**src/hw/rtl/ectp_pkg.sv**
```systemverilog
// ectp_pkg: shared types and constants of the request frame tag-length-value parser
// no dependencies; used by the interfaces, all parser modules and the checker

package ectp_pkg;

    // result kinds
    typedef enum logic [1:0] {
        KIND_ECM     = 2'd0,
        KIND_SUMMARY = 2'd1,
        KIND_UNKNOWN = 2'd2
    } kind_t;

    // command and tag codes
    localparam logic [7:0] CMD_ECM_REQ = 8'd1;
    localparam logic [7:0] TAG_CAID_HI = 8'd2;
    localparam logic [7:0] TAG_ECM     = 8'd3;
    localparam logic [7:0] TAG_PROVID  = 8'd6;
    localparam logic [7:0] TAG_CAID    = 8'd10;

    // ecm header: 12-bit length from value bytes 1-2 plus the three header bytes
    localparam logic [3:0]  ECM_LEN_HI_MASK = 4'hF;
    localparam logic [12:0] ECM_HDR_BYTES   = 13'd3;

    // at most six trailing provid digits are kept
    localparam logic [7:0] PROVID_MAX_CHARS = 8'd6;

    // queue between front and back
    localparam int QUEUE_DEPTH = 4;
    localparam int QUEUE_AW    = $clog2(QUEUE_DEPTH);

    // one queue entry: up to three ecm bytes, then an optional summary or unknown result
    typedef struct packed {
        logic [1:0]      ecm_cnt;
        logic [2:0][7:0] ecm_bytes;
        logic [7:0]      ecm_off;
        logic            tail_valid;
        kind_t           tail_kind;
        logic [15:0]     caid;
        logic [23:0]     provid;
        logic [7:0]      ecm_length;
        logic            corrupt;
        logic [7:0]      command;
    } entry_t;

endpackage

```
**src/hw/rtl/ectp_if.sv**
```systemverilog
// ectp_frame_if and ectp_result_if: valid/ready channels of the parser
// depends on ectp_pkg for the result kind type

interface ectp_frame_if;
    logic       valid;
    logic       ready;
    logic [7:0] frame_byte;
    logic       frame_start;

    modport source (output valid, output frame_byte, output frame_start, input ready);
    modport sink   (input valid, input frame_byte, input frame_start, output ready);
endinterface

interface ectp_result_if;
    logic                 valid;
    logic                 ready;
    ectp_pkg::kind_t      kind;
    logic [7:0]           ecm_byte;
    logic [7:0]           ecm_offset;
    logic [15:0]          caid;
    logic [23:0]          provid;
    logic [7:0]           ecm_length;
    logic                 corrupt;
    logic [7:0]           command;
    logic                 last;

    modport source (output valid, output kind, output ecm_byte, output ecm_offset,
                    output caid, output provid, output ecm_length, output corrupt,
                    output command, output last, input ready);
    modport sink   (input valid, input kind, input ecm_byte, input ecm_offset,
                    input caid, input provid, input ecm_length, input corrupt,
                    input command, input last, output ready);
endinterface

```
**src/hw/rtl/ectp_front.sv**
```systemverilog
// ectp_front: frame byte intake, tag walk and result classification into queue entries
// depends on ectp_pkg and ectp_frame_if

module ectp_front #(
    parameter int MAX_ECM_BYTES = 1024
) (
    input  logic             clk,
    input  logic             rst_n,
    ectp_frame_if.sink       frame,
    input  logic             q_full,
    output logic             push,
    output ectp_pkg::entry_t entry
);

    typedef enum logic [2:0] {
        PH_IDLE,
        PH_LEN,
        PH_BODY,
        PH_UNKNOWN,
        PH_DONE
    } phase_t;

    localparam logic [12:0] MaxEcmLen = 13'(MAX_ECM_BYTES);

    // returns {is_digit, value}
    function automatic logic [4:0] hex_digit(input logic [7:0] c);
        logic [7:0] d;
        begin
            d = 8'd0;
            if (c inside {[8'h30:8'h39]}) begin
                d = c - 8'h30;
                hex_digit = {1'b1, d[3:0]};
            end else if (c inside {[8'h41:8'h46]}) begin
                d = c - 8'h37;
                hex_digit = {1'b1, d[3:0]};
            end else if (c inside {[8'h61:8'h66]}) begin
                d = c - 8'h57;
                hex_digit = {1'b1, d[3:0]};
            end else begin
                hex_digit = 5'd0;
            end
        end
    endfunction

    phase_t      phase_reg,        phase_next;
    logic [7:0]  command_reg,      command_next;
    logic [7:0]  body_len_reg,     body_len_next;
    logic [7:0]  body_pos_reg,     body_pos_next;
    logic [7:0]  tag_type_reg,     tag_type_next;
    logic [8:0]  next_tag_reg,     next_tag_next;
    logic        await_len_reg,    await_len_next;
    logic [3:0]  hdr_ecm_reg,      hdr_ecm_next;
    logic [3:0]  hdr_caid_reg,     hdr_caid_next;
    logic [3:0]  hdr_caid_hi_reg,  hdr_caid_hi_next;
    logic [15:0] head_reg,         head_next;
    logic        ecm_active_reg,   ecm_active_next;
    logic [7:0]  ecm_count_reg,    ecm_count_next;
    logic [7:0]  ecm_rem_reg,      ecm_rem_next;
    logic [7:0]  ecm_len_reg,      ecm_len_next;
    logic [15:0] caid_reg,         caid_next;
    logic [23:0] digits_reg,       digits_next;
    logic [23:0] provid_reg,       provid_next;
    logic        prid_active_reg,  prid_active_next;
    logic        prid_bad_reg,     prid_bad_next;
    logic [7:0]  prid_start_reg,   prid_start_next;
    logic [7:0]  prid_end_reg,     prid_end_next;

    logic accept;

    assign frame.ready = !q_full;
    assign accept      = frame.valid && frame.ready;

    always_comb
    begin
        logic [7:0]  b;
        logic [7:0]  prev1;
        logic [7:0]  prev2;
        logic [8:0]  pos1;
        logic [12:0] ecm_len13;
        logic        restart;
        logic        cur_hdr;
        logic [4:0]  hv;
        logic        bad;
        logic [23:0] digits;
        logic [8:0]  tag_end;
        logic [1:0]  ndig;

        b         = frame.frame_byte;
        prev1     = head_reg[7:0];
        prev2     = head_reg[15:8];
        pos1      = {1'b0, body_pos_reg} + 9'd1;
        ecm_len13 = {1'b0, prev1[3:0] & ectp_pkg::ECM_LEN_HI_MASK, b} +
                    ectp_pkg::ECM_HDR_BYTES;
        restart   = 1'b0;
        cur_hdr   = 1'b0;
        hv        = 5'd0;
        bad       = 1'b0;
        digits    = 24'd0;
        tag_end   = 9'd0;
        ndig      = 2'd0;

        phase_next       = phase_reg;
        command_next     = command_reg;
        body_len_next    = body_len_reg;
        body_pos_next    = body_pos_reg;
        tag_type_next    = tag_type_reg;
        next_tag_next    = next_tag_reg;
        await_len_next   = await_len_reg;
        hdr_ecm_next     = hdr_ecm_reg;
        hdr_caid_next    = hdr_caid_reg;
        hdr_caid_hi_next = hdr_caid_hi_reg;
        head_next        = head_reg;
        ecm_active_next  = ecm_active_reg;
        ecm_count_next   = ecm_count_reg;
        ecm_rem_next     = ecm_rem_reg;
        ecm_len_next     = ecm_len_reg;
        caid_next        = caid_reg;
        digits_next      = digits_reg;
        provid_next      = provid_reg;
        prid_active_next = prid_active_reg;
        prid_bad_next    = prid_bad_reg;
        prid_start_next  = prid_start_reg;
        prid_end_next    = prid_end_reg;

        entry = '0;
        entry.tail_kind = ectp_pkg::KIND_SUMMARY;

        if (accept) begin
            if (frame.frame_start) begin
                // a new frame aborts anything in progress
                phase_next       = PH_LEN;
                command_next     = b;
                body_len_next    = 8'd0;
                body_pos_next    = 8'd0;
                tag_type_next    = 8'd0;
                next_tag_next    = 9'd0;
                await_len_next   = 1'b0;
                hdr_ecm_next     = 4'd0;
                hdr_caid_next    = 4'd0;
                hdr_caid_hi_next = 4'd0;
                head_next        = 16'd0;
                ecm_active_next  = 1'b0;
                ecm_count_next   = 8'd0;
                ecm_rem_next     = 8'd0;
                ecm_len_next     = 8'd0;
                caid_next        = 16'd0;
                digits_next      = 24'd0;
                provid_next      = 24'd0;
                prid_active_next = 1'b0;
                prid_bad_next    = 1'b0;
                prid_start_next  = 8'd0;
                prid_end_next    = 8'd0;
            end else begin
                case (phase_reg)
                    PH_LEN:
                    begin
                        body_len_next = b;
                        body_pos_next = 8'd0;
                        if (b == 8'd0)
                            phase_next = PH_DONE;
                        else if (command_reg == ectp_pkg::CMD_ECM_REQ)
                            phase_next = PH_BODY;
                        else
                            phase_next = PH_UNKNOWN;
                    end
                    PH_UNKNOWN:
                    begin
                        entry.tail_valid = 1'b1;
                        entry.tail_kind  = ectp_pkg::KIND_UNKNOWN;
                        entry.command    = command_reg;
                        phase_next       = PH_DONE;
                    end
                    PH_BODY:
                    begin
                        // ecm header complete: tag 3 started four bytes back
                        if (hdr_ecm_reg[3]) begin
                            if (ecm_len13 <= MaxEcmLen &&
                                ({5'd0, body_pos_reg} - 13'd2) + ecm_len13
                                    <= {5'd0, body_len_reg}) begin
                                restart           = 1'b1;
                                entry.ecm_cnt     = 2'd3;
                                entry.ecm_bytes   = {b, prev1, prev2};
                                entry.ecm_off     = 8'd0;
                                ecm_len_next      = ecm_len13[7:0];
                                ecm_count_next    = 8'd3;
                                ecm_rem_next      = ecm_len13[7:0] - 8'd3;
                                ecm_active_next   = (ecm_len13[7:0] != 8'd3);
                            end
                        end
                        if (!restart && ecm_active_reg) begin
                            entry.ecm_cnt      = 2'd1;
                            entry.ecm_bytes[0] = b;
                            entry.ecm_off      = ecm_count_reg;
                            ecm_count_next     = ecm_count_reg + 8'd1;
                            ecm_rem_next       = ecm_rem_reg - 8'd1;
                            if (ecm_rem_reg == 8'd1)
                                ecm_active_next = 1'b0;
                        end

                        // caid bytes at fixed offsets from the tag start
                        if (hdr_caid_reg[2])
                            caid_next = {prev1, b};
                        if (hdr_caid_hi_reg[1])
                            caid_next = {b, 8'h00};

                        if (prid_active_reg && body_pos_reg >= prid_start_reg) begin
                            hv     = hex_digit(b);
                            bad    = prid_bad_reg | !hv[4];
                            digits = hv[4] ? {digits_reg[19:0], hv[3:0]} : digits_reg;
                            prid_bad_next = bad;
                            digits_next   = digits;
                            if (pos1 == {1'b0, prid_end_reg}) begin
                                provid_next      = bad ? 24'd0 : digits;
                                prid_active_next = 1'b0;
                            end
                        end

                        if (await_len_reg) begin
                            tag_end        = next_tag_reg + {1'b0, b} + 9'd2;
                            next_tag_next  = tag_end;
                            await_len_next = 1'b0;
                            if (tag_type_reg == ectp_pkg::TAG_PROVID &&
                                tag_end <= {1'b0, body_len_reg}) begin
                                ndig = (b > ectp_pkg::PROVID_MAX_CHARS) ? 2'd3 : b[2:1];
                                if (ndig == 2'd0) begin
                                    provid_next = 24'd0;
                                end else begin
                                    prid_active_next = 1'b1;
                                    prid_bad_next    = 1'b0;
                                    digits_next      = 24'd0;
                                    prid_start_next  = tag_end[7:0] - {5'd0, ndig, 1'b0};
                                    prid_end_next    = tag_end[7:0];
                                end
                            end
                        end else if ({1'b0, body_pos_reg} == next_tag_reg &&
                                     pos1 < {1'b0, body_len_reg}) begin
                            tag_type_next  = b;
                            await_len_next = 1'b1;
                            cur_hdr        = 1'b1;
                        end

                        hdr_ecm_next     = {hdr_ecm_reg[2:0],
                                            cur_hdr && b == ectp_pkg::TAG_ECM};
                        hdr_caid_next    = {hdr_caid_reg[2:0],
                                            cur_hdr && b == ectp_pkg::TAG_CAID};
                        hdr_caid_hi_next = {hdr_caid_hi_reg[2:0],
                                            cur_hdr && b == ectp_pkg::TAG_CAID_HI};
                        head_next        = {prev1, b};

                        if (pos1 >= {1'b0, body_len_reg}) begin
                            entry.tail_valid = 1'b1;
                            entry.tail_kind  = ectp_pkg::KIND_SUMMARY;
                            entry.caid       = caid_next;
                            entry.provid     = provid_next;
                            entry.ecm_length = ecm_len_next;
                            entry.corrupt    = (next_tag_next != {1'b0, body_len_reg});
                            phase_next       = PH_DONE;
                        end else begin
                            body_pos_next = pos1[7:0];
                        end
                    end
                    default:
                    begin
                        // stray bytes outside a frame are dropped
                    end
                endcase
            end
        end

        push = (entry.ecm_cnt != 2'd0) || entry.tail_valid;
    end

    always_ff @(posedge clk or negedge rst_n)
    begin
        if (!rst_n) begin
            phase_reg       <= PH_IDLE;
            command_reg     <= 8'd0;
            body_len_reg    <= 8'd0;
            body_pos_reg    <= 8'd0;
            tag_type_reg    <= 8'd0;
            next_tag_reg    <= 9'd0;
            await_len_reg   <= 1'b0;
            hdr_ecm_reg     <= 4'd0;
            hdr_caid_reg    <= 4'd0;
            hdr_caid_hi_reg <= 4'd0;
            head_reg        <= 16'd0;
            ecm_active_reg  <= 1'b0;
            ecm_count_reg   <= 8'd0;
            ecm_rem_reg     <= 8'd0;
            ecm_len_reg     <= 8'd0;
            caid_reg        <= 16'd0;
            digits_reg      <= 24'd0;
            provid_reg      <= 24'd0;
            prid_active_reg <= 1'b0;
            prid_bad_reg    <= 1'b0;
            prid_start_reg  <= 8'd0;
            prid_end_reg    <= 8'd0;
        end else begin
            phase_reg       <= phase_next;
            command_reg     <= command_next;
            body_len_reg    <= body_len_next;
            body_pos_reg    <= body_pos_next;
            tag_type_reg    <= tag_type_next;
            next_tag_reg    <= next_tag_next;
            await_len_reg   <= await_len_next;
            hdr_ecm_reg     <= hdr_ecm_next;
            hdr_caid_reg    <= hdr_caid_next;
            hdr_caid_hi_reg <= hdr_caid_hi_next;
            head_reg        <= head_next;
            ecm_active_reg  <= ecm_active_next;
            ecm_count_reg   <= ecm_count_next;
            ecm_rem_reg     <= ecm_rem_next;
            ecm_len_reg     <= ecm_len_next;
            caid_reg        <= caid_next;
            digits_reg      <= digits_next;
            provid_reg      <= provid_next;
            prid_active_reg <= prid_active_next;
            prid_bad_reg    <= prid_bad_next;
            prid_start_reg  <= prid_start_next;
            prid_end_reg    <= prid_end_next;
        end
    end

endmodule

```
**src/hw/rtl/ectp_queue.sv**
```systemverilog
// ectp_queue: short entry queue between the front and back of the parser
// depends on ectp_pkg for the entry type and depth

module ectp_queue (
    input  logic             clk,
    input  logic             rst_n,
    input  logic             push,
    input  ectp_pkg::entry_t push_entry,
    output logic             full,
    input  logic             pop,
    output ectp_pkg::entry_t head,
    output logic             empty
);

    localparam int AW = ectp_pkg::QUEUE_AW;

    ectp_pkg::entry_t mem [ectp_pkg::QUEUE_DEPTH];

    logic [AW-1:0] wr_ptr_reg, wr_ptr_next;
    logic [AW-1:0] rd_ptr_reg, rd_ptr_next;
    logic [AW:0]   count_reg,  count_next;
    logic          do_push;
    logic          do_pop;

    assign full    = (count_reg == (AW+1)'(ectp_pkg::QUEUE_DEPTH));
    assign empty   = (count_reg == '0);
    assign do_push = push && !full;
    assign do_pop  = pop && !empty;
    assign head    = mem[rd_ptr_reg];

    always_comb
    begin
        wr_ptr_next = do_push ? wr_ptr_reg + 1'b1 : wr_ptr_reg;
        rd_ptr_next = do_pop ? rd_ptr_reg + 1'b1 : rd_ptr_reg;
        count_next  = count_reg;
        if (do_push && !do_pop)
            count_next = count_reg + 1'b1;
        else if (do_pop && !do_push)
            count_next = count_reg - 1'b1;
    end

    always_ff @(posedge clk)
    begin
        if (do_push)
            mem[wr_ptr_reg] <= push_entry;
    end

    always_ff @(posedge clk or negedge rst_n)
    begin
        if (!rst_n) begin
            wr_ptr_reg <= '0;
            rd_ptr_reg <= '0;
            count_reg  <= '0;
        end else begin
            wr_ptr_reg <= wr_ptr_next;
            rd_ptr_reg <= rd_ptr_next;
            count_reg  <= count_next;
        end
    end

endmodule

```
**src/hw/rtl/ectp_back.sv**
```systemverilog
// ectp_back: unpacks queue entries into single results behind an output register
// depends on ectp_pkg and ectp_result_if

module ectp_back (
    input  logic             clk,
    input  logic             rst_n,
    input  ectp_pkg::entry_t head,
    input  logic             empty,
    output logic             pop,
    ectp_result_if.source    result
);

    logic [1:0]          idx_reg, idx_next;
    logic                valid_reg, valid_next;
    ectp_pkg::kind_t     kind_reg;
    logic [7:0]          ecm_byte_reg;
    logic [7:0]          ecm_offset_reg;
    logic [15:0]         caid_reg;
    logic [23:0]         provid_reg;
    logic [7:0]          ecm_length_reg;
    logic                corrupt_reg;
    logic [7:0]          command_reg;
    logic                last_reg;

    logic       load;
    logic       is_ecm;
    logic       is_last;
    logic [2:0] total;

    assign total   = {1'b0, head.ecm_cnt} + {2'b00, head.tail_valid};
    assign is_ecm  = idx_reg < head.ecm_cnt;
    assign is_last = ({1'b0, idx_reg} + 3'd1) == total;
    // output register refills from a non-empty queue whenever it is empty or being taken
    assign load    = !empty && (!valid_reg || result.ready);
    assign pop     = load && is_last;

    always_comb
    begin
        idx_next = idx_reg;
        if (load)
            idx_next = is_last ? 2'd0 : idx_reg + 2'd1;
        if (load)
            valid_next = 1'b1;
        else if (result.ready)
            valid_next = 1'b0;
        else
            valid_next = valid_reg;
    end

    always_ff @(posedge clk or negedge rst_n)
    begin
        if (!rst_n) begin
            idx_reg   <= 2'd0;
            valid_reg <= 1'b0;
        end else begin
            idx_reg   <= idx_next;
            valid_reg <= valid_next;
        end
    end

    always_ff @(posedge clk)
    begin
        if (load) begin
            last_reg <= is_last;
            if (is_ecm) begin
                kind_reg       <= ectp_pkg::KIND_ECM;
                ecm_byte_reg   <= head.ecm_bytes[idx_reg];
                ecm_offset_reg <= head.ecm_off + {6'd0, idx_reg};
                caid_reg       <= 16'd0;
                provid_reg     <= 24'd0;
                ecm_length_reg <= 8'd0;
                corrupt_reg    <= 1'b0;
                command_reg    <= 8'd0;
            end else begin
                kind_reg       <= head.tail_kind;
                ecm_byte_reg   <= 8'd0;
                ecm_offset_reg <= 8'd0;
                caid_reg       <= head.caid;
                provid_reg     <= head.provid;
                ecm_length_reg <= head.ecm_length;
                corrupt_reg    <= head.corrupt;
                command_reg    <= head.command;
            end
        end
    end

    assign result.valid      = valid_reg;
    assign result.kind       = kind_reg;
    assign result.ecm_byte   = ecm_byte_reg;
    assign result.ecm_offset = ecm_offset_reg;
    assign result.caid       = caid_reg;
    assign result.provid     = provid_reg;
    assign result.ecm_length = ecm_length_reg;
    assign result.corrupt    = corrupt_reg;
    assign result.command    = command_reg;
    assign result.last       = last_reg;

endmodule

```
**src/hw/rtl/ecm_request_tlv_parser_core.sv**
```systemverilog
// ecm_request_tlv_parser_core: top level of the request frame tag-length-value parser
// depends on ectp_pkg, ectp_if, ectp_front, ectp_queue and ectp_back
//
// usage
//   frame:  one byte per transaction; frame_start marks the command byte, then the body
//           length byte, then the tag-length-value body
//   result: ecm bytes as they arrive, then one summary per command-1 frame with a
//           non-empty body, or one unknown-command result for any other command
//           with a non-empty body; last flags the final result that a given frame byte caused
// timing
//   an accepted byte is classified combinationally and its entry is written into the
//   queue; its results then pass through the output register to the result channel
//   one byte per cycle is taken while the queue has room; a byte that completes an
//   in-range ecm header gives three results and the last body byte adds a summary,
//   so up to four results per byte; a four-entry queue between intake and output
//   absorbs those bursts, and frame.ready drops only while that queue is full
// reset
//   rst_n clears the tag walk, the queue and the output register; the block waits
//   for a byte with frame_start set
// stalls
//   while result.ready is low the output register holds its transaction, the queue
//   fills and then frame.ready goes low until results drain

module ecm_request_tlv_parser_core #(
    parameter int MAX_ECM_BYTES = 1024
) (
    input  logic          clk,
    input  logic          rst_n,
    ectp_frame_if.sink    frame,
    ectp_result_if.source result
);

    ectp_pkg::entry_t push_entry;
    ectp_pkg::entry_t head;
    logic             push;
    logic             full;
    logic             pop;
    logic             empty;

    ectp_front #(
        .MAX_ECM_BYTES (MAX_ECM_BYTES)
    ) u_front (
        .clk    (clk),
        .rst_n  (rst_n),
        .frame  (frame),
        .q_full (full),
        .push   (push),
        .entry  (push_entry)
    );

    ectp_queue u_queue (
        .clk        (clk),
        .rst_n      (rst_n),
        .push       (push),
        .push_entry (push_entry),
        .full       (full),
        .pop        (pop),
        .head       (head),
        .empty      (empty)
    );

    ectp_back u_back (
        .clk    (clk),
        .rst_n  (rst_n),
        .head   (head),
        .empty  (empty),
        .pop    (pop),
        .result (result)
    );

endmodule

```
**src/flat_wrapper.sv**
```systemverilog
// flat-port wrapper written by rule: the top's interface ports become plain ports
module ecm_request_tlv_parser_core_flat 
#(
    parameter int MAX_ECM_BYTES = 1024
)
  (clk, rst_n, frame_valid, frame_frame_byte, frame_frame_start, frame_ready, result_valid, result_kind, result_ecm_byte, result_ecm_offset, result_caid, result_provid, result_ecm_length, result_corrupt, result_command, result_last, result_ready);
  ectp_frame_if frame_i ();
  ectp_result_if result_i ();
  input  logic clk;
  input  logic rst_n;
  input wire logic [$bits(frame_i.valid)-1:0] frame_valid;
  input wire logic [$bits(frame_i.frame_byte)-1:0] frame_frame_byte;
  input wire logic [$bits(frame_i.frame_start)-1:0] frame_frame_start;
  output wire logic [$bits(frame_i.ready)-1:0] frame_ready;
  output wire logic [$bits(result_i.valid)-1:0] result_valid;
  output wire logic [$bits(result_i.kind)-1:0] result_kind;
  output wire logic [$bits(result_i.ecm_byte)-1:0] result_ecm_byte;
  output wire logic [$bits(result_i.ecm_offset)-1:0] result_ecm_offset;
  output wire logic [$bits(result_i.caid)-1:0] result_caid;
  output wire logic [$bits(result_i.provid)-1:0] result_provid;
  output wire logic [$bits(result_i.ecm_length)-1:0] result_ecm_length;
  output wire logic [$bits(result_i.corrupt)-1:0] result_corrupt;
  output wire logic [$bits(result_i.command)-1:0] result_command;
  output wire logic [$bits(result_i.last)-1:0] result_last;
  input wire logic [$bits(result_i.ready)-1:0] result_ready;
  assign frame_i.valid = frame_valid;
  assign frame_i.frame_byte = frame_frame_byte;
  assign frame_i.frame_start = frame_frame_start;
  assign frame_ready = frame_i.ready;
  assign result_valid = result_i.valid;
  assign result_kind = result_i.kind;
  assign result_ecm_byte = result_i.ecm_byte;
  assign result_ecm_offset = result_i.ecm_offset;
  assign result_caid = result_i.caid;
  assign result_provid = result_i.provid;
  assign result_ecm_length = result_i.ecm_length;
  assign result_corrupt = result_i.corrupt;
  assign result_command = result_i.command;
  assign result_last = result_i.last;
  assign result_i.ready = result_ready;
  ecm_request_tlv_parser_core #(.MAX_ECM_BYTES(MAX_ECM_BYTES)) u_core (.clk(clk), .rst_n(rst_n), .frame(frame_i), .result(result_i));
endmodule
```
**config.mk**
```make
export PLATFORM = sky130hd
export DESIGN_NAME = ecm_request_tlv_parser_core_flat
export DESIGN_NICKNAME = d
export VERILOG_FILES = /design/src/hw/rtl/ectp_pkg.sv /design/src/hw/rtl/ectp_if.sv /design/src/hw/rtl/ectp_front.sv /design/src/hw/rtl/ectp_queue.sv /design/src/hw/rtl/ectp_back.sv /design/src/hw/rtl/ecm_request_tlv_parser_core.sv /design/src/flat_wrapper.sv
export SDC_FILE = /design/constraint.sdc
export NUM_CORES = 1
export LEC_CHECK = 0
export ABC_AREA = 0
export BUFFER_PORTS_ARGS = -buffer_cell sky130_fd_sc_hd__buf_2
export CAP_MARGIN = 0
export CORE_MARGIN = 1.5
export CORE_UTILIZATION = 56
export DETAILED_ROUTE_END_ITERATION = 10
export HOLD_SLACK_MARGIN = 0.05
export PLACE_DENSITY = 0.78
export SYNTH_ARGS = -nofsm -noshare
export SYNTH_HDL_FRONTEND = slang
export SYNTH_HIERARCHICAL = 1
export SYNTH_SLANG_ARGS = --single-unit
export TNS_END_PERCENT = 50
```
**constraint.sdc**
```tcl
create_clock -name clk -period 6.8 [get_ports clk]
set_input_delay 0.68 -clock clk [delete_from_list [all_inputs] [get_ports clk]]
set_output_delay 0.68 -clock clk [all_outputs]
set_load 0.03 [all_outputs]
```
==> results.txt, run 1 <==
Syn avg cell area - 14.3 um2
Max FFs per register - 376
Sw Pwr - 3.68 mW
Residual DRC - 0
Total CTS buffers - 61
Unique masters post-synth - 93
Dpl ws - 0.272 ns
Die Span X - 231 um
R2R setup slack - 0.71 ns
CTS tree - built
CP endpoint kind - register
Worst Min Path Start - result_ready
First-pass GRT wire length - 103,000 um
Clk buf depth - 3
Final setup fails - 0
Final Cell Area - 32,300 um2
Sw frac - 32.0%
Worst EP arrival - 6.62 ns
Wirelength per Cell - 23.1 um
Fmax - 164 MHz
Crit-path max FO - 9
Starting Density - 56.7%
Clock Power Share - 28.6%
1st-iter DRT viols - 1,669
Htree depth - 2
Synth Flop Type - edfxtp_1
Post-synth ARST share - 28.7%
CP Launch Type - register
Pins Over Slew Limit - 0
Die height - 231 um
Top cell type's share of synthesized area - 46.7%
Syn Std Cell Area - 29,100 um2
DP HPWL - 42,300 um
Clock sink count - 634
Worst-Skew Late Latency - 0.63 ns
Port-buffer cells - 90
WHS Endpoint - u_core/u_back/result.valid
Io pins - 91
GPL Wtd Cong - 0.931
HP Class - in2reg
Reg-to-Reg End - u_core/u_queue/count_reg[2]
# Post-CTS Setup Buffers - 0
Inst Count DP - 2,734
Cell Pwr Density - 356 nW/um2
Final cell count without fillers - 2,851
Status - finished clean
Die ar. - 53,300 um2
Pre-antenna DRT Iters - 6
Core area - 51,300 um2
Initial antenna violation count - 3
Most common cell after layout, fill and taps aside - edfxtp_1
Slew HR - 21.9%
Clock-pin slew on the worst setup and hold paths - 0.07 ns
Crit path kind - reg2reg
Clock root buffer - clkbuf_16
Critical Path RT - 7.33 ns
Peak supply drop - 0.000346 V
Layout cell share with drive strength beyond 1 - 19.2%
Sequential share of power - 43.9%
MaxCap Viol Count - 0
Worst Max-Slew Pin Slew - 1.16 ns
Gr ovfl total - 0
Number of synthesized flops with an enable pin - 452
Pin count of the biggest net entering global routing - 74
Synth Instances - 2,028
Post-route ant nets - 0
FF+latch count, synth - 634
Reg2Reg Depth - 26
Worst hold stages - 3
Hold Vio Cnt, Final - 0
Reg-to-Reg Start - u_core/u_front/body_pos_reg[1]
Leakage power - 12.1 nW
Vias per cell - 6.18
Setup TNS - 0 ns
FP Rows - 83
Final Cycle Share - 89.5%
Total GRT Usage - 25.2%
Synth top area cells - edfxtp_1 (47%), dfrtp_1 (16%), mux4_2 (7.3%)
Gate power share - 27.4%
Inserted Diodes - 0
Final worst path period need - 6.09 ns
Final setup margin - 0.714 ns
Pint - 7.80 mW
Layout net count - 2,216
Clock skew - 0.0160 ns
Area leader, netlist - edfxtp_1
Net Count, Synth - 2,126
Area Overhead vs Synth - 11.0%
Seq/Total Area, Yosys - 62.4%
Via count - 17,600
Vias in the first global route - 17,900
Final wirelength - 66,000 um
RSZ-0062 raised after global routing - false
Placed Area - 30,300 um2
Yosys Warn Count - 6
Most frequent cells in the layout - edfxtp_1 (452), dfrtp_1 (180), nand2_1 (147)
[critical path, cell delays in order (launching register included)]
cell       delay (ns)
dfrtp_1          0.52
inv_1            0.15
ha_1             0.20
or3b_4           0.42
xnor2_1          0.21
ha_1             0.29
or2_2            0.33
a21oi_1          0.16
a21oi_1          0.11
xor2_1           0.19
ha_1             0.22
nor4_1           0.36
o211ai_1         0.14
a31o_1           0.21
a311oi_2         0.32
o2111ai_4        0.16
nand2b_1         0.21
a21oi_2          0.24
or2_1            0.13
nor2b_1          0.12
buf_4            0.17
ha_1             0.20
inv_1            0.06
fa_1             0.39
xor2_1           0.16
nor2_1           0.14
xor2_1           0.19
[per-stage QoR]
stage | hold slack, ns | utilization (%) | power [mW]
floorplan | 0.384 | - | 7.45
global placement | 0.463 | 59.1 | 8.17
detailed placement | 0.471 | 59.1 | 8.27
CTS | 0.408 | 62.9 | 11.6
global route | 0.430 | 62.9 | 12.0
finish | 0.442 | 62.9 | 11.5
[routing by layer]
layer / global-route usage (%) / routed length [um]
met5: 0 / 26
met4: 7.99 / 1670
met1: 35.0 / 27600
met3: 4.56 / 4520
met2: 40.9 / 32100
[Yosys cell counts (23+ instances only)]
library cell / count
a21oi_1: 54
nor3_1: 30
a22o_1: 84
a22oi_1: 23
nand2_1: 147
edfxtp_1: 452
mux2i_1: 64
buf_2: 28
o21ai_0: 59
inv_1: 64
xnor2_1: 49
and2_1: 87
ha_1: 80
clkbuf_1: 68
nor2_1: 106
mux4_2: 94
xor2_1: 27
dfrtp_1: 182
[how the worst max path moves through the flow]
stage               cells after the start                           to                      startpoint
floorplan                              27     u_core/u_queue/mem[0][0]             frame_frame_byte[1]
global placement                       29  u_core/u_queue/count_reg[2]             frame_frame_byte[1]
detailed placement                     29  u_core/u_queue/count_reg[2]             frame_frame_byte[1]
CTS                                    27  u_core/u_queue/count_reg[2]  u_core/u_front/body_pos_reg[1]
global route                           26  u_core/u_queue/count_reg[2]  u_core/u_front/body_pos_reg[1]
finish                                 26  u_core/u_queue/count_reg[2]  u_core/u_front/body_pos_reg[1]
[logic make-up after synthesis]
| group | after synthesis | synth area share (%) |
|---|---|---|
| simple gates | 522 | 9.41 |
| compound gates | 358 | 9.11 |
| buf+inv | 185 | 3.11 |
| flops | 634 | 62.4 |
| other cells | 1 | 0.0129 |
| xor+xnor | 78 | 2.42 |
| mux | 165 | 9.80 |
| fa+ha+maj | 85 | 3.79 |
[area by class of cell]
class,instances,area (um2)
well taps,680,851
multi-input cells,1209,10100
clock inverters,30,265
repair buffers,147,975
inverters,65,245
flip-flops and latches,634,18100
clock buffers,86,1700
fillers,3663,19000
[power by group through the flow]
stage / clock network, mW / logic (mW) / registers [mW]
4_1_cts: 3.34 / 3.17 / 5.05
5_1_grt: 3.51 / 3.39 / 5.10
3_5_place_dp: 0 / 3.15 / 5.12
6_report: 3.29 / 3.15 / 5.04
2_1_floorplan: 0 / 2.02 / 5.43
3_3_place_gp: 0 / 3.07 / 5.10
[what timing repair did]
action | in CTS | in global routing
hold endpoints to repair | 52 | 0
resized for setup | 0 | 0
hold buffers | 1 | 0
No activity file was read; power rests on OpenSTA's default activity.
==> run 2: changes to the inputs <==
- CELL_PAD_IN_SITES_DETAIL_PLACEMENT: unset -> 1
- CELL_PAD_IN_SITES_GLOBAL_PLACEMENT: unset -> 1
- CORE_UTILIZATION: 56 -> 48
- PLACE_DENSITY: 0.78 -> unset
- PLACE_DENSITY_LB_ADDON: unset -> 0.25
==> results.txt, run 2 (synthesis gave the netlist of run 1 again) <==
Status - finished clean
Area Overhead vs Synth - 12.3%
Htree depth - 3 (+1)
DP HPWL - 49,300 um (+16%)
Final core utilization - 54.3% (-8.6 points)
First-pass GRT wire length - 114,000 um (+11%)
Final setup margin - 0.366 ns (-0.348 ns)
Via count - 17,600 (-0.20%)
MaxCap Viol Count - 0 (unchanged)
Die height - 249 um (+7.9%)
Die Span X - 249 um (+7.9%)
GPL Wtd Cong - 0.889 (-4.6%)
Total power - 12.0 mW (+4.3%)
Pins Over Slew Limit - 0 (unchanged)
HP Class - in2async
# Post-CTS Setup Buffers - 0 (unchanged)
Reg-to-Reg End - u_core/u_queue/count_reg[2]
Sw Pwr - 3.80 mW (+3.4%)
Reg-to-Reg Start - u_core/u_front/body_pos_reg[2]
Leakage power - 12.3 nW (+1.4%)
Sw frac - 31.8% (-0.28 points)
Vias in the first global route - 18,700 (+4.6%)
Die ar. - 62,100 um2 (+16%)
Residual DRC - 0 (unchanged)
Slowest stage cell, crit path - nor2b_1
Crit path largest cell delay - 0.53 ns (about the same)
Most common cell after layout, fill and taps aside - edfxtp_1
CP Launch Type - register
Most frequent cells in the layout - edfxtp_1 (452), dfrtp_1 (180), nand2_1 (147)
Critical Path Most Common Cell - ha_1
Reg2Reg Depth - 26 (unchanged)
CTS tree - built
Final Cycle Share - 94.6% (+5.1 points)
Fill count - 5,876 (+60%)
Hold Vio Cnt, Final - 0 (unchanged)
RSZ-0062 raised after global routing - false
Slew HR - 22.0% (+0.11 points)
Worst EP arrival - 6.95 ns (+0.33 ns)
Starting Density - 48.3% (-8.3 points)
Area used by multi-input combinational logic - 10,100 um2 (unchanged)
Core area - 60,100 um2 (+17%)
Worst-Skew Late Latency - 0.60 ns (-0.03 ns)
Crit path kind - reg2reg
Hold Buf Count CTS - 0 (-1)
Worst setup path endpoint - u_core/u_queue/count_reg[2]
Clock sink count - 634 (unchanged)
Worst Max-Slew Pin Slew - 1.17 ns (+0.00834 ns)
Fmax - 155 MHz (-5.4%)
Post-route ant nets - 0 (unchanged)
Sequential share of power - 41.5% (-2.4 points)
Inst Count DP - 2,837 (+3.8%)
Critical Path RT - 7.31 ns (-0.02 ns)
Io pins - 91 (unchanged)
Gr ovfl total - 0 (unchanged)
Dpl ws - 0.0559 ns (-0.216 ns)
CP endpoint kind - register
Final wirelength - 73,800 um (+12%)
Pint - 8.17 mW (+4.7%)
Total CTS buffers - 67 (+9.8%)
Max FFs per register - 376 (unchanged)
Layout cell share with drive strength beyond 1 - 19.2% (+0.019 points)
Storage cell area - 18,100 um2 (unchanged)
Initial antenna violation count - 2 (-1)
Total GRT Usage - 24.1% (-1.1 points)
Clk buf depth - 3 (unchanged)
Pin count of the biggest net entering global routing - 106 (+43%)
Clock-pin slew on the worst setup and hold paths - 0.06 ns (about the same)
Gate power share - 27.5% (about the same)
Crit-path max FO - 10 (+1)
Clock skew - 0.0192 ns (+0.00319 ns)
Layout net count - 2,222 (+0.27%)
Cell Pwr Density - 367 nW/um2 (+3.1%)
Final worst path period need - 6.43 ns (+0.348 ns)
1st-iter DRT viols - 1,209 (-28%)
Final cell count without fillers - 2,956 (+3.7%)
Wirelength per Cell - 25.0 um (+7.9%)
Clock Power Share - 31.0% (+2.4 points)
Post_cts resized - 0 (unchanged)
Peak supply drop - 0.000339 V (-2.1%)
Inserted Diodes - 0 (unchanged)
Vias per cell - 5.95 (-3.7%)
Port-buffer cells - 90 (unchanged)
Final setup fails - 0 (unchanged)
Worst setup startpoint - u_core/u_front/body_pos_reg[2]
Clock root buffer - clkbuf_16
R2R setup slack - 0.37 ns (-0.35 ns)
Pre-antenna DRT Iters - 5 (-1)
FP Rows - 90 (+8.4%)
[run 2: cell count changes in the layout (fill, tap and decap cells not counted), sizes merged]
cell	change
clkbuf	+8
clkinvlp	-1
bufinv	+6
clkinv	-8
inv	-1
dlygate4sd3	-1
[run 2: worst min-delay path by stage]
stage | endpoint | slack [ns] | start | depth (start not counted)
floorplan | u_core/u_back/idx_reg[0] | 0.38 | rst_n | 0
global placement | u_core/u_front/hdr_caid_hi_reg[0] | 0.46 | u_core/u_front/hdr_caid_hi_reg[0] | 2
detailed placement | u_core/u_front/caid_reg[12] | 0.48 | u_core/u_front/caid_reg[12] | 2
CTS | u_core/u_front/ecm_count_reg[3] | 0.21 | rst_n | 1
global route | u_core/u_front/ecm_count_reg[3] | 0.23 | rst_n | 1
finish | u_core/u_front/ecm_count_reg[4] | 0.15 | rst_n | 1
[run 2: cell type report]
type	instances	area share, %
Multi-Input combinational cell	1209	30.9
Sequential cell	634	55.6
Clock buffer	93	5.66
Timing Repair Buffer	147	2.95
Clock inverter	26	1.13
Inverter	65	0.751
Tap cell	782	3.00
[run 2: power by group through the flow]
stage / logic [mW] / clock network, mW / registers, mW
finish: 3.29 / 3.71 / 4.97
CTS: 3.34 / 3.80 / 4.98
detailed placement: 3.32 / 0 / 5.05
global route: 3.56 / 3.92 / 5.03
floorplan: 2.02 / 0 / 5.43
global placement: 3.23 / 0 / 5.02
[run 2: critical path, delay by kind of cell (launching register included)]
kind | cells | cell delay [ns]
AOI/OAI and AO/OA | 7 | 1.40
xor gates and xnor gates | 3 | 0.48
DFF | 1 | 0.50
buffers and inverters | 2 | 0.19
adders and majority gates | 5 | 1.47
and+or+nand+nor | 9 | 2.29
[run 2: through the flow]
step	area, um2	hold slack [ns]	setup TNS, ns
floorplan	29100	0.384	-46.82
global placement	30400	0.463	0
detailed placement	30400	0.476	0
CTS	32600	0.212	0
global route	32600	0.234	0
finish	32600	0.151	0
[run 2: metal layers]
metal  track usage [%]  wire [um]  vias to the layer above  part of all wire [%]
li1                  -          -                     7841                     -
met1              34.4      33300                     9202                    45
met2              38.8      35400                      438                    48
met3              3.44       3540                      103                   4.8
met4              7.04       1630                        0                   2.2
met5             0.232          0                        -                     0
==> run 3: changes to the inputs <==
- PLACE_DENSITY_LB_ADDON: 0.25 -> 0.1
==> results.txt, run 3 (synthesis gave the netlist of run 1 again) <==
Status - finished clean
1st-iter DRT viols - 1,165 (-3.6%)
Clock root buffer - clkbuf_16
Via count - 17,500 (-0.50%)
Top Metal Used - met4
Peak supply drop - 0.000276 V (-19%)
Vias per cell - 5.89 (-1.0%)
HP Class - in2async
MaxCap Viol Count - 0 (unchanged)
Most frequent cells in the layout - edfxtp_1 (452), dfrtp_1 (180), nand2_1 (147)
Io pins - 91 (unchanged)
Reg-to-Reg Start - u_core/u_front/body_pos_reg[2]
Metal-1 WL - 33,500 um (+0.64%)
Wire length on met2 - 36,000 um (+1.8%)
Reg-to-Reg End - u_core/u_queue/count_reg[2]
Hold Vio Cnt, Final - 0 (unchanged)
CP endpoint kind - register
Max FFs per register - 376 (unchanged)
R2R setup slack - 0.48 ns (+0.12 ns)
Die Span X - 249 um (unchanged)
Initial antenna violation count - 0 (-2)
Slew HR - 24.6% (+2.6 points)
Crit-path max FO - 10 (unchanged)
Die ar. - 62,100 um2 (unchanged)
Final core utilization - 54.5% (+0.25 points)
Htree depth - 3 (unchanged)
# Post-CTS Setup Buffers - 0 (unchanged)
Post-route ant nets - 0 (unchanged)
Layout net count - 2,233 (+0.50%)
Worst Max-Slew Pin Slew - 1.13 ns (-0.0383 ns)
Fmax - 158 MHz (+1.9%)
Final cell count without fillers - 2,972 (+0.54%)
Final setup fails - 0 (unchanged)
Area Overhead vs Synth - 12.8%
Die height - 249 um (unchanged)
Fill count - 5,842 (-0.58%)
Final wirelength - 74,100 um (+0.43%)
Worst setup startpoint - u_core/u_front/body_pos_reg[2]
Clock skew - 0.0199 ns (+0.000705 ns)
Final setup margin - 0.483 ns (+0.117 ns)
Inst Count DP - 2,845 (+0.28%)
Clock sink count - 634 (unchanged)
Total GRT Usage - 24.4% (+0.27 points)
CTS tree - built
Hold Buf Count CTS - 0 (unchanged)
Vias in the first global route - 18,700 (+0.26%)
Inserted Diodes - 0 (unchanged)
Crit path kind - reg2reg
Core area - 60,100 um2 (unchanged)
Cell Pwr Density - 366 nW/um2 (-0.15%)
DP HPWL - 50,300 um (+2.0%)
Worst EP arrival - 6.84 ns (-0.11 ns)
Pre-antenna DRT Iters - 5 (unchanged)
Final Cycle Share - 92.9% (-1.7 points)
Wirelength per Cell - 24.9 um (-0.11%)
First-pass GRT wire length - 116,000 um (+1.0%)
Total CTS buffers - 70 (+4.5%)
Met3 wire len - 3240 um (-8.4%)
Layout cell share with drive strength beyond 1 - 20.1% (+0.91 points)
Final worst path period need - 6.32 ns (-0.117 ns)
Leakage power - 12.4 nW (+0.69%)
Pins Over Slew Limit - 0 (unchanged)
GPL Wtd Cong - 0.881 (-0.82%)
Port-buffer cells - 90 (unchanged)
Most common cell after layout, fill and taps aside - edfxtp_1
Residual DRC - 0 (unchanged)
CP Launch Type - register
Clock-pin slew on the worst setup and hold paths - 0.06 ns (about the same)
Post_cts resized - 0 (unchanged)
Clk buf depth - 3 (unchanged)
FP Rows - 90 (unchanged)
Gr ovfl total - 0 (unchanged)
Pin count of the biggest net entering global routing - 78 (-26%)
Starting Density - 48.3% (unchanged)
RSZ-0062 raised after global routing - false
Worst-Skew Late Latency - 0.61 ns (about the same)
Dpl ws - 0.144 ns (+0.0880 ns)
Hold Slack - 0.109 ns (-0.0417 ns)
Critical Path RT - 7.32 ns (about the same)
Reg2Reg Depth - 26 (unchanged)
==> run 3: report_power, final <==
part	total, mW	switching (mW)	internal (mW)
logic	3.24	2.02	1.23
registers	5.00	0.304	4.70
clock network	3.76	1.56	2.20
total	12.0	3.89	8.12
==> run 3: per-stage QoR <==
| step | power, mW | cell area (um2) | setup TNS, ns |
|---|---|---|---|
| after floorplan | 7.45 | 29100 | -46.82 |
| after global placement | 8.27 | 30500 | 0 |
| after detailed placement | 8.37 | 30500 | 0 |
| after CTS | 12.2 | 32800 | 0 |
| after global routing | 12.6 | 32800 | 0 |
| final | 12.0 | 32800 | 0 |
==> run 3: worst max-delay path by stage <==
stage                                             end  slack (ns)  depth (start not counted)
after global placement    u_core/u_queue/count_reg[2]        0.38                         28
after CTS                 u_core/u_queue/count_reg[2]        0.49                         26
final                     u_core/u_queue/count_reg[2]        0.48                         26
after global routing      u_core/u_queue/count_reg[2]        0.05                         26
after detailed placement  u_core/u_queue/count_reg[2]        0.14                         29
after floorplan              u_core/u_queue/mem[0][0]       -0.12                         27
==> run 3: cell type report <==
class                           instances  area, um2  share of cell area, %
Clock buffer                           94       1960                   5.96
Clock inverter                         33        352                   1.07
Sequential cell                       634      18100                   55.3
Tap cell                              782        978                   2.98
Multi-Input combinational cell       1209      10100                   30.8
Inverter                               65        245                  0.748
Timing Repair Buffer                  155       1020                   3.12
==> run 3: routing by layer <==
layer  track usage (%)  vias up
met3              3.79       87
met4              6.59        0
li1                  -     7887
met1              34.2     9166
met2              39.9      356
met5                 0        -
==> run 3: worst max-delay path, cell delays in order (launching register included) <==
cell       delay (ns)
dfrtp_1          0.50
inv_1            0.13
ha_1             0.18
or3b_4           0.41
xnor2_1          0.20
ha_1             0.28
or2_2            0.33
o311a_1          0.18
nor2_1           0.18
ha_1             0.27
nand4_1          0.12
a21oi_1          0.06
nor4_1           0.28
o211ai_1         0.18
a31o_1           0.23
a311oi_2         0.32
o2111ai_4        0.16
nand2b_1         0.20
a21oi_2          0.25
or2_1            0.13
nor2b_1          0.47
ha_1             0.29
inv_1            0.08
fa_1             0.39
xor2_1           0.16
nor2_1           0.11
xor2_1           0.15
